--- config.mk ---
export PLATFORM = sky130hd
export DESIGN_NAME = i2c_slave_crc_register_file_unit
export DESIGN_NICKNAME = d
export VERILOG_FILES = /design/src/i2cscrf_pkg.sv /design/src/i2c_slave_crc_register_file_unit.sv /design/src/i2cscrf_crc.sv /design/src/i2cscrf_regfile.sv
export SDC_FILE = /design/constraint.sdc
export NUM_CORES = 2
export LEC_CHECK = 0
export BUFFER_PORTS_ARGS = -buffer_cell sky130_fd_sc_hd__buf_2
export CORE_UTILIZATION = 55
export DETAILED_ROUTE_END_ITERATION = 8
export HOLD_SLACK_MARGIN = 0.12
export PLACE_DENSITY_LB_ADDON = 0.05
export REMOVE_ABC_BUFFERS = 1
export SYNTH_ARGS = -nofsm -noshare
export SYNTH_HDL_FRONTEND = slang
export SYNTH_SLANG_ARGS = --single-unit
--- constraint.sdc ---
create_clock -name clk -period 5.65 [get_ports clk]
set_input_delay 1.13 -clock clk [delete_from_list [all_inputs] [get_ports clk]]
set_output_delay 1.13 -clock clk [all_outputs]
set_load 0.005 [all_outputs]
--- src/i2cscrf_pkg.sv ---
// ----------------------------------------------------------------------------
// i2cscrf_pkg: shared types and constants
// Operation codes, CRC constants and the request/response beats of the
// bit-serial CRC unit.
// ----------------------------------------------------------------------------
`default_nettype none

package i2cscrf_pkg;

  localparam int REG_COUNT_DEF = 64;

  localparam logic [15:0] CRC_SEED  = 16'hFFFF;
  localparam logic [15:0] CRC_POLY  = 16'h8408;
  localparam int          CRC_BITS  = 8;
  localparam logic [7:0]  BYTE_IDLE = 8'hFF;
  localparam logic [8:0]  TX_POS_MAX = 9'd511;

  typedef enum logic [3:0] {
    OP_WRITE_ADDR  = 4'd0,
    OP_RX_DATA     = 4'd1,
    OP_READ_ADDR   = 4'd2,
    OP_TX_ACK      = 4'd3,
    OP_STOP        = 4'd4,
    OP_NO_INFO     = 4'd5,
    OP_BUS_ERROR   = 4'd6,
    OP_LOCAL_WRITE = 4'd7,
    OP_LOCAL_READ  = 4'd8
  } op_t;

  typedef struct packed {
    logic        go;
    logic [15:0] seed;
    logic [7:0]  data;
  } crc_req_t;

  typedef struct packed {
    logic        done;
    logic [15:0] value;
  } crc_rsp_t;

endpackage

`default_nettype wire

--- src/i2c_slave_crc_register_file_unit.sv ---
// ----------------------------------------------------------------------------
// i2c_slave_crc_register_file_unit: I2C slave register file with CRC framing
// Byte-level protocol engine driven by decoded bus events, with a
// CRC-16 checked write frame, a staging buffer and local register access.
// ----------------------------------------------------------------------------
// Each event is one beat on start/operation/rx_byte/local_index/local_value,
// taken when start is high and busy is low. Every event returns exactly one
// result beat: done is high for one cycle with tx_byte, tx_loaded,
// stop_request, frame_committed and local_data valid in that cycle; the
// receiver cannot stall, so sample them then. The CRC unit works one bit
// per cycle; write address bytes, received start, length and payload
// bytes, read address bytes and register bytes sent on a read are folded
// into the CRC and wait for it. A local read waits for the registered
// register file read. The final CRC byte of a good frame copies the
// staging buffer into the register file one byte per cycle. There is no
// clearing pass after reset: the register file reads zero until each
// entry is written.
// ----------------------------------------------------------------------------
`default_nettype none

module i2c_slave_crc_register_file_unit #(
  parameter  int REG_COUNT = i2cscrf_pkg::REG_COUNT_DEF,
  localparam int AW        = (REG_COUNT > 1) ? $clog2(REG_COUNT) : 1
) (
  input  logic       clk,
  input  logic       rst,
  input  logic       start,
  output logic       busy,
  input  logic [3:0] operation,
  input  logic [7:0] rx_byte,
  input  logic [5:0] local_index,
  input  logic [7:0] local_value,
  output logic       done,
  output logic [7:0] tx_byte,
  output logic       tx_loaded,
  output logic       stop_request,
  output logic       frame_committed,
  output logic [7:0] local_data
);

  localparam logic [8:0] RX_LIMIT   = 9'(REG_COUNT + 4);
  localparam logic [7:0] RX_ERR_POS = 8'(REG_COUNT + 3);
  localparam logic [8:0] TX_ERR_POS = 9'(REG_COUNT);
  localparam logic [9:0] REG_LIM10  = 10'(REG_COUNT);
  localparam logic [8:0] REG_LIM9   = 9'(REG_COUNT);

  // sequencer states
  typedef enum logic [6:0] {
    S_IDLE    = 7'b0000001,
    S_CRC_PRE = 7'b0000010, // read address byte in the CRC, then first tx byte
    S_TXSEL   = 7'b0000100, // pick the next byte of a read
    S_RDREG   = 7'b0001000, // register byte back, fold it into the CRC
    S_CRC     = 7'b0010000, // wait for the CRC unit, then finish
    S_LREAD   = 7'b0100000, // local read data back
    S_COPY    = 7'b1000000  // commit staging buffer into the register file
  } state_t;

  state_t state, state_next;

  // protocol state
  logic [15:0] running_crc, running_crc_next;
  logic [15:0] received_crc, received_crc_next;
  logic [7:0]  start_index, start_index_next;
  logic [7:0]  frame_length, frame_length_next;
  logic [7:0]  rx_position, rx_position_next;
  logic [8:0]  tx_position, tx_position_next;

  // commit copy
  logic [7:0]    copy_idx, copy_idx_next;
  logic          cp_wvalid, cp_wvalid_next;
  logic [AW-1:0] cp_widx, cp_widx_next;

  // result beat
  logic       done_q, done_next;
  logic [7:0] res_tx, res_tx_next;
  logic       res_loaded, res_loaded_next;
  logic       res_stop, res_stop_next;
  logic       res_committed, res_committed_next;
  logic [7:0] res_local, res_local_next;

  // shared CRC unit
  i2cscrf_pkg::crc_req_t crc_req;
  i2cscrf_pkg::crc_rsp_t crc_rsp;

  // register file ports
  logic          rf_wr_en;
  logic [AW-1:0] rf_wr_addr;
  logic [7:0]    rf_wr_data;
  logic          rf_rd_en;
  logic [AW-1:0] rf_rd_addr;
  logic [7:0]    rf_rd_data;

  // staging buffer
  logic [7:0]    stage_mem [REG_COUNT];
  logic          stage_wen;
  logic [AW-1:0] stage_waddr;
  logic          stage_ren;
  logic [AW-1:0] stage_raddr;
  logic [7:0]    stage_rdata;

  // decode helpers
  logic [7:0] rx_start_new;
  logic       rx_adv;
  logic       frame_fits;
  logic [9:0] rx_pos10;
  logic [9:0] len_p2;
  logic [9:0] len_p3;
  logic [9:0] rx_stage_addr;
  logic       crc_match;
  logic [9:0] tx_idx;
  logic [9:0] tx_pos10;
  logic [9:0] tx_len10;
  logic [8:0] li9;
  logic       li_ok;
  logic [8:0] copy_addr;

  i2cscrf_crc u_crc (
    .clk (clk),
    .rst (rst),
    .req (crc_req),
    .rsp (crc_rsp)
  );

  i2cscrf_regfile #(
    .REG_COUNT (REG_COUNT)
  ) u_regfile (
    .clk     (clk),
    .rst     (rst),
    .wr_en   (rf_wr_en),
    .wr_addr (rf_wr_addr),
    .wr_data (rf_wr_data),
    .rd_en   (rf_rd_en),
    .rd_addr (rf_rd_addr),
    .rd_data (rf_rd_data)
  );

  always_ff @(posedge clk) begin
    if (stage_wen) begin
      stage_mem[stage_waddr] <= rx_byte;
    end
  end

  always_ff @(posedge clk) begin
    if (stage_ren) begin
      stage_rdata <= stage_mem[stage_raddr];
    end
  end

  // the start index written by this very byte counts for the advance check
  assign rx_start_new  = (rx_position == 8'd0) ? rx_byte : start_index;
  assign rx_adv        = ({1'b0, rx_start_new} + {1'b0, rx_position}) < RX_LIMIT;
  assign frame_fits    = ({2'b00, start_index} + {2'b00, frame_length}) <= REG_LIM10;
  assign rx_pos10      = {2'b00, rx_position};
  assign len_p2        = {2'b00, frame_length} + 10'd2;
  assign len_p3        = {2'b00, frame_length} + 10'd3;
  assign rx_stage_addr = rx_pos10 - 10'd2;
  assign crc_match     = (running_crc == {received_crc[15:8], rx_byte});
  assign tx_idx        = {2'b00, start_index} + {1'b0, tx_position};
  assign tx_pos10      = {1'b0, tx_position};
  assign tx_len10      = {2'b00, frame_length};
  assign li9           = {3'b000, local_index};
  assign li_ok         = li9 < REG_LIM9;
  assign copy_addr     = {1'b0, start_index} + 9'(cp_widx);

  always_comb begin
    state_next         = state;
    running_crc_next   = running_crc;
    received_crc_next  = received_crc;
    start_index_next   = start_index;
    frame_length_next  = frame_length;
    rx_position_next   = rx_position;
    tx_position_next   = tx_position;
    copy_idx_next      = copy_idx;
    cp_wvalid_next     = cp_wvalid;
    cp_widx_next       = cp_widx;
    done_next          = 1'b0;
    res_tx_next        = res_tx;
    res_loaded_next    = res_loaded;
    res_stop_next      = res_stop;
    res_committed_next = res_committed;
    res_local_next     = res_local;
    crc_req            = '0;
    rf_wr_en           = 1'b0;
    rf_wr_addr         = '0;
    rf_wr_data         = local_value;
    rf_rd_en           = 1'b0;
    rf_rd_addr         = '0;
    stage_wen          = 1'b0;
    stage_waddr        = rx_stage_addr[AW-1:0];
    stage_ren          = 1'b0;
    stage_raddr        = '0;

    unique case (state)
      S_IDLE: begin
        if (start) begin
          res_tx_next        = 8'h00;
          res_loaded_next    = 1'b0;
          res_stop_next      = 1'b0;
          res_committed_next = 1'b0;
          res_local_next     = 8'h00;
          unique case (i2cscrf_pkg::op_t'(operation))
            i2cscrf_pkg::OP_WRITE_ADDR: begin
              // reseed and fold in the slave address
              crc_req          = '{go: 1'b1, seed: i2cscrf_pkg::CRC_SEED, data: rx_byte};
              rx_position_next = 8'd0;
              state_next       = S_CRC;
            end
            i2cscrf_pkg::OP_RX_DATA: begin
              if (rx_adv) begin
                rx_position_next = rx_position + 8'd1;
              end
              if (rx_position == 8'd0) begin
                start_index_next = rx_byte;
                crc_req          = '{go: 1'b1, seed: running_crc, data: rx_byte};
                state_next       = S_CRC;
              end else if (rx_position == 8'd1) begin
                frame_length_next = rx_byte;
                crc_req           = '{go: 1'b1, seed: running_crc, data: rx_byte};
                state_next        = S_CRC;
              end else if (frame_fits) begin
                if (rx_pos10 < len_p2) begin
                  // payload byte: stage it and fold it in
                  stage_wen  = 1'b1;
                  crc_req    = '{go: 1'b1, seed: running_crc, data: rx_byte};
                  state_next = S_CRC;
                end else if (rx_pos10 == len_p2) begin
                  received_crc_next = {rx_byte, ~running_crc[7:0]};
                  done_next         = 1'b1;
                end else if (rx_pos10 == len_p3) begin
                  received_crc_next = {received_crc[15:8], rx_byte};
                  if (crc_match) begin
                    res_committed_next = 1'b1;
                    copy_idx_next      = 8'd0;
                    cp_wvalid_next     = 1'b0;
                    state_next         = S_COPY;
                  end else begin
                    done_next = 1'b1;
                  end
                end else begin
                  received_crc_next = {8'h00, rx_byte};
                  done_next         = 1'b1;
                end
              end else begin
                // frame out of range: drop the byte into received_crc only
                received_crc_next = {8'h00, rx_byte};
                done_next         = 1'b1;
              end
            end
            i2cscrf_pkg::OP_READ_ADDR: begin
              crc_req         = '{go: 1'b1, seed: running_crc, data: rx_byte};
              res_loaded_next = 1'b1;
              state_next      = S_CRC_PRE;
            end
            i2cscrf_pkg::OP_TX_ACK: begin
              res_loaded_next = 1'b1;
              state_next      = S_TXSEL;
            end
            i2cscrf_pkg::OP_STOP: begin
              res_tx_next     = i2cscrf_pkg::BYTE_IDLE;
              res_loaded_next = 1'b1;
              done_next       = 1'b1;
            end
            i2cscrf_pkg::OP_NO_INFO: begin
              done_next = 1'b1;
            end
            i2cscrf_pkg::OP_LOCAL_WRITE: begin
              rf_wr_en   = li_ok;
              rf_wr_addr = li9[AW-1:0];
              rf_wr_data = local_value;
              done_next  = 1'b1;
            end
            i2cscrf_pkg::OP_LOCAL_READ: begin
              if (li_ok) begin
                rf_rd_en   = 1'b1;
                rf_rd_addr = li9[AW-1:0];
                state_next = S_LREAD;
              end else begin
                done_next = 1'b1;
              end
            end
            default: begin
              // bus error and unused codes: park both positions, ask for stop
              rx_position_next = RX_ERR_POS;
              tx_position_next = TX_ERR_POS;
              res_tx_next      = i2cscrf_pkg::BYTE_IDLE;
              res_loaded_next  = 1'b1;
              res_stop_next    = 1'b1;
              done_next        = 1'b1;
            end
          endcase
        end
      end

      S_CRC_PRE: begin
        if (crc_rsp.done) begin
          running_crc_next = crc_rsp.value;
          tx_position_next = 9'd0;
          state_next       = S_TXSEL;
        end
      end

      S_TXSEL: begin
        if (tx_position != i2cscrf_pkg::TX_POS_MAX) begin
          tx_position_next = tx_position + 9'd1;
        end
        if (tx_pos10 < tx_len10) begin
          if (tx_idx < REG_LIM10) begin
            rf_rd_en   = 1'b1;
            rf_rd_addr = tx_idx[AW-1:0];
            state_next = S_RDREG;
          end else begin
            res_tx_next = i2cscrf_pkg::BYTE_IDLE;
            done_next   = 1'b1;
            state_next  = S_IDLE;
          end
        end else begin
          if (tx_pos10 == tx_len10) begin
            res_tx_next = running_crc[15:8];
          end else if (tx_pos10 == tx_len10 + 10'd1) begin
            res_tx_next = running_crc[7:0];
          end else begin
            res_tx_next = i2cscrf_pkg::BYTE_IDLE;
          end
          done_next  = 1'b1;
          state_next = S_IDLE;
        end
      end

      S_RDREG: begin
        res_tx_next = rf_rd_data;
        crc_req     = '{go: 1'b1, seed: running_crc, data: rf_rd_data};
        state_next  = S_CRC;
      end

      S_CRC: begin
        if (crc_rsp.done) begin
          running_crc_next = crc_rsp.value;
          done_next        = 1'b1;
          state_next       = S_IDLE;
        end
      end

      S_LREAD: begin
        res_local_next = rf_rd_data;
        done_next      = 1'b1;
        state_next     = S_IDLE;
      end

      S_COPY: begin
        // read side: one staging entry a cycle
        if (copy_idx < frame_length) begin
          stage_ren      = 1'b1;
          stage_raddr    = copy_idx[AW-1:0];
          copy_idx_next  = copy_idx + 8'd1;
          cp_wvalid_next = 1'b1;
          cp_widx_next   = copy_idx[AW-1:0];
        end else begin
          cp_wvalid_next = 1'b0;
        end
        // write side: in the cycle after the read
        if (cp_wvalid) begin
          rf_wr_en   = 1'b1;
          rf_wr_addr = copy_addr[AW-1:0];
          rf_wr_data = stage_rdata;
        end
        if ((copy_idx >= frame_length) && !cp_wvalid) begin
          done_next  = 1'b1;
          state_next = S_IDLE;
        end
      end

      default: begin
        state_next = S_IDLE;
      end
    endcase
  end

  always_ff @(posedge clk) begin
    if (rst) begin
      state         <= S_IDLE;
      running_crc   <= 16'h0000;
      received_crc  <= 16'h0000;
      start_index   <= 8'd0;
      frame_length  <= 8'd0;
      rx_position   <= 8'd0;
      tx_position   <= 9'd0;
      copy_idx      <= 8'd0;
      cp_wvalid     <= 1'b0;
      done_q        <= 1'b0;
      res_tx        <= 8'h00;
      res_loaded    <= 1'b0;
      res_stop      <= 1'b0;
      res_committed <= 1'b0;
      res_local     <= 8'h00;
    end else begin
      state         <= state_next;
      running_crc   <= running_crc_next;
      received_crc  <= received_crc_next;
      start_index   <= start_index_next;
      frame_length  <= frame_length_next;
      rx_position   <= rx_position_next;
      tx_position   <= tx_position_next;
      copy_idx      <= copy_idx_next;
      cp_wvalid     <= cp_wvalid_next;
      done_q        <= done_next;
      res_tx        <= res_tx_next;
      res_loaded    <= res_loaded_next;
      res_stop      <= res_stop_next;
      res_committed <= res_committed_next;
      res_local     <= res_local_next;
    end
  end

  always_ff @(posedge clk) begin
    cp_widx <= cp_widx_next;
  end

  assign busy            = (state != S_IDLE);
  assign done            = done_q;
  assign tx_byte         = res_tx;
  assign tx_loaded       = res_loaded;
  assign stop_request    = res_stop;
  assign frame_committed = res_committed;
  assign local_data      = res_local;

`ifndef ASSERT_OFF
  // commit writes never leave the register file
  a_copy_range: assert property (@(posedge clk) disable iff (rst)
    (state == S_COPY && cp_wvalid) |-> (copy_addr < REG_LIM9))
    else $error("commit copy address beyond the register file");

  // every CRC launch is followed by a wait on the CRC unit
  a_crc_wait: assert property (@(posedge clk) disable iff (rst)
    crc_req.go |=> (state == S_CRC || state == S_CRC_PRE))
    else $error("CRC launched without waiting for it");

  // a copy runs only for a frame that passed its check
  a_copy_committed: assert property (@(posedge clk) disable iff (rst)
    (state == S_COPY) |-> frame_committed)
    else $error("copy running without a committed frame");

  // a stop request always carries an idle byte
  a_stop_byte: assert property (@(posedge clk) disable iff (rst)
    (done && stop_request) |-> (tx_loaded && tx_byte == i2cscrf_pkg::BYTE_IDLE))
    else $error("stop request without idle byte loaded");
`endif

endmodule

`default_nettype wire

--- src/i2cscrf_crc.sv ---
// ----------------------------------------------------------------------------
// i2cscrf_crc: bit-serial reflected CCITT CRC unit
// Folds one byte into a 16-bit CRC, one bit per cycle, LSB first.
// ----------------------------------------------------------------------------
`default_nettype none

module i2cscrf_crc (
  input  logic                  clk,
  input  logic                  rst,
  input  i2cscrf_pkg::crc_req_t req,
  output i2cscrf_pkg::crc_rsp_t rsp
);

  logic [15:0] crc;
  logic [2:0]  bit_cnt;
  logic        active;
  logic        done;

  always_ff @(posedge clk) begin
    if (rst) begin
      active  <= 1'b0;
      done    <= 1'b0;
      bit_cnt <= 3'd0;
    end else begin
      done <= 1'b0;
      if (req.go) begin
        active  <= 1'b1;
        bit_cnt <= 3'd0;
      end else if (active) begin
        bit_cnt <= bit_cnt + 3'd1;
        if (bit_cnt == 3'(i2cscrf_pkg::CRC_BITS - 1)) begin
          active <= 1'b0;
          done   <= 1'b1;
        end
      end
    end
  end

  // shift one bit per cycle; xor in the reflected polynomial on a set LSB
  always_ff @(posedge clk) begin
    if (req.go) begin
      crc <= req.seed ^ {8'h00, req.data};
    end else if (active) begin
      crc <= crc[0] ? ((crc >> 1) ^ i2cscrf_pkg::CRC_POLY) : (crc >> 1);
    end
  end

  assign rsp.done  = done;
  assign rsp.value = crc;

endmodule

`default_nettype wire

--- src/i2cscrf_regfile.sv ---
// ----------------------------------------------------------------------------
// i2cscrf_regfile: application register file
// One write port, one registered read port; per-entry valid bits make
// never-written entries read as zero straight out of reset.
// ----------------------------------------------------------------------------
`default_nettype none

module i2cscrf_regfile #(
  parameter  int REG_COUNT = i2cscrf_pkg::REG_COUNT_DEF,
  localparam int AW        = (REG_COUNT > 1) ? $clog2(REG_COUNT) : 1
) (
  input  logic          clk,
  input  logic          rst,
  input  logic          wr_en,
  input  logic [AW-1:0] wr_addr,
  input  logic [7:0]    wr_data,
  input  logic          rd_en,
  input  logic [AW-1:0] rd_addr,
  output logic [7:0]    rd_data
);

  logic [7:0]           mem [REG_COUNT];
  logic [REG_COUNT-1:0] valid;

  always_ff @(posedge clk) begin
    if (wr_en) begin
      mem[wr_addr] <= wr_data;
    end
  end

  always_ff @(posedge clk) begin
    if (rst) begin
      valid <= '0;
    end else if (wr_en) begin
      valid[wr_addr] <= 1'b1;
    end
  end

  always_ff @(posedge clk) begin
    if (rd_en) begin
      rd_data <= valid[rd_addr] ? mem[rd_addr] : 8'h00;
    end
  end

endmodule

`default_nettype wire

# Word-level counts from Yosys, hierarchy flattened
# Memories as Yosys holds them, arrays and structs flattened. A register that Yosys moved wholly into a read port is not among the register bits.
# Cells that the tools add are included.
[totals] mem_bits_rw=1024 memories=2 in_bits=29 out_inout_bits=21 wordCells=272 reg_bits=184
[memory_table] name="stage_mem" depth=64 width=8 rd=1 rd_ports_with_merged_regs=1 write_ports=1 line_no="i2c_slave_crc_register_file_unit.sv:94" text="logic [7:0] stage_mem [REG_COUNT];"
[memory_table] name="u_regfile.mem" depth=64 width=8 rd=1 rd_ports_with_merged_regs=1 write_ports=1 line_no="i2cscrf_regfile.sv:22" text="logic [7:0] mem [REG_COUNT];"
[classes] n_mux=138 magnitude_cmp=11 reduce_logical=32 n_eq_ne=48 bitwise_logic=8 add_sub_neg=12
[op_table] cell="8-bit 2-to-1 mux" count=21
[op_table] cell="25-bit 2-to-1 mux" count=5
[op_table] cell="16-bit 2-to-1 mux" count=7
[op_table] cell="7-bit 2-to-1 mux" count=13
[op_table] cell="25-bit one-hot mux with 3 select lines" count=1
[op_table] cell="64-bit OR" count=1
[op_table] cell="6-bit 2-to-1 mux" count=10
[op_table] cell="1-bit 2-to-1 mux" count=59
[op_table] cell="25-bit one-hot mux with 2 select lines" count=1
[op_table] cell="8-bit one-hot mux with 3 select lines" count=2
[op_table] cell="7-bit one-hot mux with 6 select lines" count=1
[op_table] cell="9-bit 2-to-1 mux" count=4
[op_table] cell="7-bit one-hot mux with 5 select lines" count=1
[op_table] cell="8-bit one-hot mux with 2 select lines" count=2
[op_table] cell="2-bit != test (second input constant)" count=14
[op_table] cell="9-bit one-hot mux with 3 select lines" count=1
[op_table] cell="6-bit one-hot mux with 2 select lines" count=2
[op_table] cell="6-bit by 7-bit < comparator with 1-bit output (second input constant)" count=3
[op_table] cell="10-bit AND reduction" count=2
[op_table] cell="8-bit by 2-bit adder with 9-bit output (second input constant)" count=2
[op_table] cell="8-bit by 8-bit adder with 9-bit output" count=2
[op_table] cell="8-bit by 9-bit == test with 1-bit output" count=2
[op_table] cell="6-bit != test (second input constant)" count=3
[op_table] cell="8-bit by 1-bit adder with 8-bit output (second input constant)" count=2
[op_table] cell="64 further kinds" count=88

# Longest topological paths before layout
[logic_depth] depth_word=11 mapped_depth=20 depth_no_buf=17

# Cells and area by module
# Synthesis repeated with hierarchy kept, for this count alone.
[hier_totals] hier_cells=3413 hier_area_um2=51366.8
[by_module_without_submodules] module="i2c_slave_crc_register_file_unit" area_each_um2=27811.7 cells_per_inst=2134 seq_area_each_um2=17656.9 instances=1
[by_module_without_submodules] module="i2cscrf_regfile" area_each_um2=22545.4 cells_per_inst=1205 seq_area_each_um2=16896.2 instances=1
[by_module_without_submodules] module="i2cscrf_crc" area_each_um2=1009.7 cells_per_inst=74 seq_area_each_um2=580.6 instances=1

# Worst setup path after synthesis
# OpenSTA, ideal clock, no wires.
[synth_timing] path_type="register to register" from="reg frame_length[1]" to="reg u_crc.crc[0], enable pin" setup_ns=0.372 required_ns=5.278 slack_ns=1.583 period_less_slack_ns=4.067 path_buffers=1 stages_incl_launch_ff=15 arrival_ns=3.695 path_cell_list="dfxtp_1 > inv_1 > ha_1 > ha_1 > a21o_1 > a21o_1 > a211o_1 > a21o_1 > a21o_1 > a21oi_1 > o211a_1 > o21bai_1 > a2111oi_0 > buf_2 > or3_1"
[synth_between] elab_chain_cells=10 word_cells_on_any_way=12 cone_classes="add/sub (2); order compare (2); mux (7); reduce/logical (1)"
[synth_rtl] element="from (decl)" line_no="i2c_slave_crc_register_file_unit.sv:64" text="logic [7:0] frame_length, frame_length_next;"
[synth_rtl] element="from (signal assigned)" line_no="i2c_slave_crc_register_file_unit.sv:400" text="frame_length <= frame_length_next;"
[synth_rtl] element="8-bit by 2-bit adder with 9-bit output" line_no="i2c_slave_crc_register_file_unit.sv:154" text="assign len_p2 = {2'b00, frame_length} + 10'd2;"
[synth_rtl] element="8-bit by 9-bit < comparator with 1-bit output" line_no="i2c_slave_crc_register_file_unit.sv:221" text="if (rx_pos10 < len_p2) begin"
[synth_rtl] element="25-bit 2-to-1 mux" line_no="i2c_slave_crc_register_file_unit.sv:221"
[synth_rtl] element="25-bit 2-to-1 mux *" line_no="i2c_slave_crc_register_file_unit.sv:220" text="end else if (frame_fits) begin"
[synth_rtl] element="25-bit 2-to-1 mux *" line_no="i2c_slave_crc_register_file_unit.sv:216" text="end else if (rx_position == 8'd1) begin"
[synth_rtl] element="25-bit 2-to-1 mux *" line_no="i2c_slave_crc_register_file_unit.sv:212" text="if (rx_position == 8'd0) begin"
[synth_rtl] element="25-bit one-hot mux with 3 select lines *" line_no="i2c_slave_crc_register_file_unit.sv:201" text="unique case (i2cscrf_pkg::op_t'(operation))"
[synth_rtl] element="25-bit 2-to-1 mux *" line_no="i2c_slave_crc_register_file_unit.sv:195" text="if (start) begin"
[synth_rtl] element="25-bit one-hot mux with 2 select lines *" line_no="i2c_slave_crc_register_file_unit.sv:193" text="unique case (state)"
[synth_rtl] element="2-bit nonzero test (no line) *"
[synth_rtl] element="to (signal assigned)" line_no="i2cscrf_crc.sv:42" text="crc <= req.seed ^ {8'h00, req.data};"
[synth_rtl] element="to (signal assigned)" line_no="i2cscrf_crc.sv:44" text="crc <= crc[0] ? ((crc >> 1) ^ i2cscrf_pkg::CRC_POLY) : (crc >> 1);"
[synth_rtl] element="to (decl)" line_no="i2cscrf_crc.sv:14" text="logic [15:0] crc;"
# Every way passes the cells marked *; elsewhere a longest branch is shown, timed or not.
# A chain may end at the register's enable or synchronous reset.

# Worst setup path after layout
[layout_timing] from="reg frame_length[3]" to="reg u_regfile.rd_data[1], read port of u_regfile.mem, data pin"
[layout_between] elab_chain_cells=6 word_cells_on_any_way=8 cone_classes="order compare (1); mux (6); reduce/logical (1)"
[layout_rtl] element="9-bit by 8-bit < comparator with 1-bit output *" line_no="i2c_slave_crc_register_file_unit.sv:306" text="if (tx_pos10 < tx_len10) begin"
[layout_rtl] element="6-bit 2-to-1 mux" line_no="i2c_slave_crc_register_file_unit.sv:306"
[layout_rtl] element="6-bit one-hot mux with 2 select lines" line_no="i2c_slave_crc_register_file_unit.sv:193"
[layout_rtl] element="1-bit binary-select mux with 6-bit select" line_no="i2cscrf_regfile.sv:41" text="rd_data <= valid[rd_addr] ? mem[rd_addr] : 8'h00;"
[layout_rtl] element="1-bit 2-to-1 mux (not written as such)" line_no="i2cscrf_regfile.sv:41"
[layout_rtl] element="1-bit zero test (no line)"
[layout_rtl] element="to (decl)" line_no="i2cscrf_regfile.sv:19" text="output logic [7:0] rd_data"
# Every way passes the cells marked *; elsewhere a longest branch is shown, timed or not. The select of a mux whose other input is x is not followed.

==> impl_metrics.tcl <==
set metrics [dict create \
    status "finished clean" \
    p_per_area_mw_per_mm2 332 \
    cts_repair_resize_count 0 \
    synth_cells 4148 \
    slew_viol_final 0 \
    gp_routability_congestion 0.916 \
    n_fill_cell 7268 \
    clock_skews_ns 0.0273 \
    clock-root-buffer "sky130_fd_sc_hd__clkbuf_16" \
    detail_route.first_pass.iterations 7 \
    cts.sink_count 1224 \
    grt_pass1_wl_mm 216 \
    io_pins 50 \
    drt_drc_violations_left 0 \
    netlist.area_leader.share_pct 60.4 \
    timing.final.crit_period_ns 5.27 \
    cap_violations 0 \
    yosysUniqueCellTypes 94 \
    synth-edff-count 1062 \
    cts.hold.buffers_added 0 \
    tritoncts "yes" \
    placement.cell_area_sq_mm 0.0551 \
    worst_slew_slack_as_a_fraction_of_its_limit_pct 12.3 \
    route.final.wire_length_mm 146 \
    detailedRoute.firstIterationViolations 3721 \
    initial_utilization_pct 55.6 \
    setup_repair_after_global_routing_missed_its_margin "no" \
    max_clock_freq_mhz 190 \
    async_flop_share_pct 0 \
    finish.utilization_pct 62.6 \
    timing.setup.critical_path_class "reg2reg" \
    clock_slew_at_reported_path_ffs_ns 0.06 \
    core_area_sq_mm 0.0950 \
    num_vias 35007 \
    worstHoldPathType "reg2reg" \
    fraction_of_final_layout_cells_with_drive_strength_greater_than_1_pct 13.5 \
    clk_path_buf_depth 3 \
    drtAntennaViolNets 0 \
    dp.final_hpwl_mm 95.7 \
    number_of_global_route_vias_before_repair 33339 \
    arrival_ns 5.76 \
    synth_area_leader_cell "sky130_fd_sc_hd__edfxtp_1" \
    port_buffers 49 \
    netlist_top_cells_area "sky130_fd_sc_hd__edfxtp_1 (60%), sky130_fd_sc_hd__dfxtp_1 (6.1%), sky130_fd_sc_hd__nor2_1 (3.5%)" \
    final-seq-area_sq_mm 0.0351 \
    detail_route.wl_per_cell_um 25.8 \
    static-leakage-power_uw 0.0207 \
    final_net_count 4368 \
    part_of_the_cycle_the_worst_path_needs_pct 93.2 \
    ir_worst_vdd_mv 0.280 \
    critical_path.startpoint_type "flop" \
    dieArea_sq_mm 0.0972 \
    crit_path_end_kind "flop" \
    cts_inserted_buffers 131 \
    share_of_the_yosys_chip_area_belonging_to_registers_pct 66.5 \
    multi_input_area_sq_mm 0.0163 \
    yosysWarningCount 0 \
    report.final.setup_viol 0 \
    global_route.usage.total_pct 30.0 \
    ys_dominant_reg_cell "sky130_fd_sc_hd__edfxtp_1" \
    cts-htree-levels 4 \
    worstPathMaxFanout 33 \
    vias_per_cell 6.20 \
    ys_seq_elements 1224 \
    die-width_um 312 \
    post-cts-setup-buffer-count 0 \
    transition_time_of_the_tightest_slew_check_pin_ns 1.31 \
    gr-total-overflow 0 \
    syn-cell-area_sq_mm 0.0528 \
    grt_antenna_before_repair 2 \
    final_area_sq_mm 0.0595 \
    timing.critical_path.required_ns 6.15 \
    grt_max_degree 93 \
    die_height_um 312 \
    avgSynthCellArea_sq_um 12.7 \
    row_count 113 \
    finalHoldViolCount 0 \
    area_growth_syn_to_layout_pct 12.6 \
    worst_skew_pair.late_latency_ns 0.74 \
]
==> final cells by class <==
type | instances | area share [%]
sequential | 1224 | 59.1
tap | 1265 | 2.66
antenna | 1 | 0.00421
clock inverter | 70 | 1.11
inverter | 81 | 0.511
timing repair buffer | 242 | 3.10
clock buffer | 174 | 6.17
multi-input combinational | 2592 | 27.4
==> per-stage QoR <==
stage          hold WS (ns)  std cells  setup slack [ns]  total power (uW)  TNS (ns)
2_1_floorplan         0.432       3897             -7.67             10800   -186.97
3_3_place_gp          0.442       5404             0.516             11300         0
3_5_place_dp          0.451       5404             0.454             11300         0
4_1_cts               0.464       5648             0.429             19800         0
5_1_grt               0.483       5648             0.104             20300         0
6_report              0.462       5649             0.383             19700         0
==> power breakdown <==
part	switching, uW	total, uW	internal, uW
combinational	833	1220	385
clock	3540	8550	5010
sequential	70.8	9950	9880
total	4450	19700	15300
==> critical path: stages, from the launching register on <==
cell and delay, ns:
sky130_fd_sc_hd__dfxtp_1 0.56, sky130_fd_sc_hd__inv_1 0.20, sky130_fd_sc_hd__ha_1 0.34, sky130_fd_sc_hd__nand4_1 0.12
sky130_fd_sc_hd__o221ai_1 0.28, sky130_fd_sc_hd__a21oi_2 0.21, sky130_fd_sc_hd__a21boi_1 0.27, sky130_fd_sc_hd__and3_1 0.34
sky130_fd_sc_hd__nor2_4 0.72, sky130_fd_sc_hd__buf_4 0.52, sky130_fd_sc_hd__mux2i_1 0.25, sky130_fd_sc_hd__a22oi_1 0.12
sky130_fd_sc_hd__a22o_1 0.27, sky130_fd_sc_hd__o21ai_0 0.45, sky130_fd_sc_hd__o211a_1 0.28, sky130_fd_sc_hd__a21oi_2 0.06
==> sequential cells by signal (all words and copies together), names as in the netlist, 3 cells and up <==
register / count
start_index: 8
copy_idx: 8
u_regfile.rd_data: 8
frame_length: 8
rx_position: 8
stage_rdata: 8
u_crc.crc: 16
cp_widx: 6
received_crc: 8
tx_position: 9
u_regfile.mem: 512
tx_byte: 8
u_crc.bit_cnt: 3
stage_mem: 512
u_regfile.valid: 64
state: 7
running_crc: 16
local_data: 8
==> cell usage after synthesis, types with 7 or more instances <==
cell type,instances
sky130_fd_sc_hd__mux2i_1,125
sky130_fd_sc_hd__o31ai_1,7
sky130_fd_sc_hd__nand3b_1,7
sky130_fd_sc_hd__o211ai_1,67
sky130_fd_sc_hd__a22o_1,20
sky130_fd_sc_hd__a21o_1,22
sky130_fd_sc_hd__ha_1,64
sky130_fd_sc_hd__nand3_1,100
sky130_fd_sc_hd__o22ai_1,64
sky130_fd_sc_hd__a211oi_1,64
sky130_fd_sc_hd__buf_4,18
sky130_fd_sc_hd__a211o_1,12
sky130_fd_sc_hd__o22a_1,9
sky130_fd_sc_hd__edfxtp_1,1062
sky130_fd_sc_hd__mux4_2,64
sky130_fd_sc_hd__nor4_1,15
sky130_fd_sc_hd__clkbuf_1,144
sky130_fd_sc_hd__buf_2,62
sky130_fd_sc_hd__a22oi_1,51
sky130_fd_sc_hd__and2_1,14
sky130_fd_sc_hd__a221oi_1,14
sky130_fd_sc_hd__nor2b_1,17
sky130_fd_sc_hd__nor3_1,102
sky130_fd_sc_hd__o21ba_2,13
sky130_fd_sc_hd__xor2_1,22
sky130_fd_sc_hd__a32oi_1,16
sky130_fd_sc_hd__nor2_1,496
sky130_fd_sc_hd__and3_1,52
sky130_fd_sc_hd__xnor2_1,50
sky130_fd_sc_hd__dfxtp_1,162
sky130_fd_sc_hd__buf_6,13
sky130_fd_sc_hd__nand2b_1,19
sky130_fd_sc_hd__mux2_2,12
sky130_fd_sc_hd__buf_1,13
sky130_fd_sc_hd__or3_1,21
sky130_fd_sc_hd__inv_1,81
sky130_fd_sc_hd__nand4_1,29
sky130_fd_sc_hd__a21oi_1,259
sky130_fd_sc_hd__a31oi_1,38
sky130_fd_sc_hd__or2_2,8
sky130_fd_sc_hd__nand2_1,458
sky130_fd_sc_hd__a311oi_1,19
sky130_fd_sc_hd__o21ai_0,136
==> worst paths after layout <==
check,to,slack [ns],depth (start not counted),startpoint
setup / recovery,u_regfile.rd_data[1],0.38,15,frame_length[3]
hold / removal,local_data[6],0.46,2,local_data[6]
setup reg to reg,u_regfile.rd_data[1],0.38,15,frame_length[3]
hold reg to reg,local_data[6],0.46,2,local_data[6]
==> kinds of logic (layout without fill, tap and decap cells) <==
family                   count (synthesis)  in the layout  share of synthesized area [%]
flip-flops                            1224           1224                           66.5
multiplexers                           201            201                           5.36
adder cells (fa/ha/maj)                 67             67                           1.63
buffers and inverters                  332            567                           2.82
other                                    0              1                              0
XOR/XNOR                                72             72                           1.19
AO/OA/AOI/OAI                          878            878                           10.9
AND/OR/NAND/NOR                       1374           1374                           11.5
==> placed cells by master, fill, tap and decap left out, drive strengths merged, types with 103 or more instances in the layout <==
| cell type | Yosys | routed |
|---|---|---|
| nand2 | 461 | 461 |
| edfxtp | 1062 | 1062 |
| nor3 | 103 | 103 |
| clkbuf | 145 | 174 |
| mux2i | 125 | 125 |
| dfxtp | 162 | 162 |
| o21ai | 142 | 142 |
| buf | 106 | 242 |
| a21oi | 265 | 265 |
| nor2 | 498 | 498 |
==> layer usage <==
layer | GRT usage, % | up-vias | part of all wire, %
met3 | 4.59 | 301 | 7.3
met5 | 0 | - | 0.0089
met4 | 12.7 | 2 | 4.1
met1 | 41.7 | 17395 | 42
li1 | - | 15877 | -
met2 | 47.2 | 1432 | 46
Note: power is estimated with default switching activity, not from simulation.
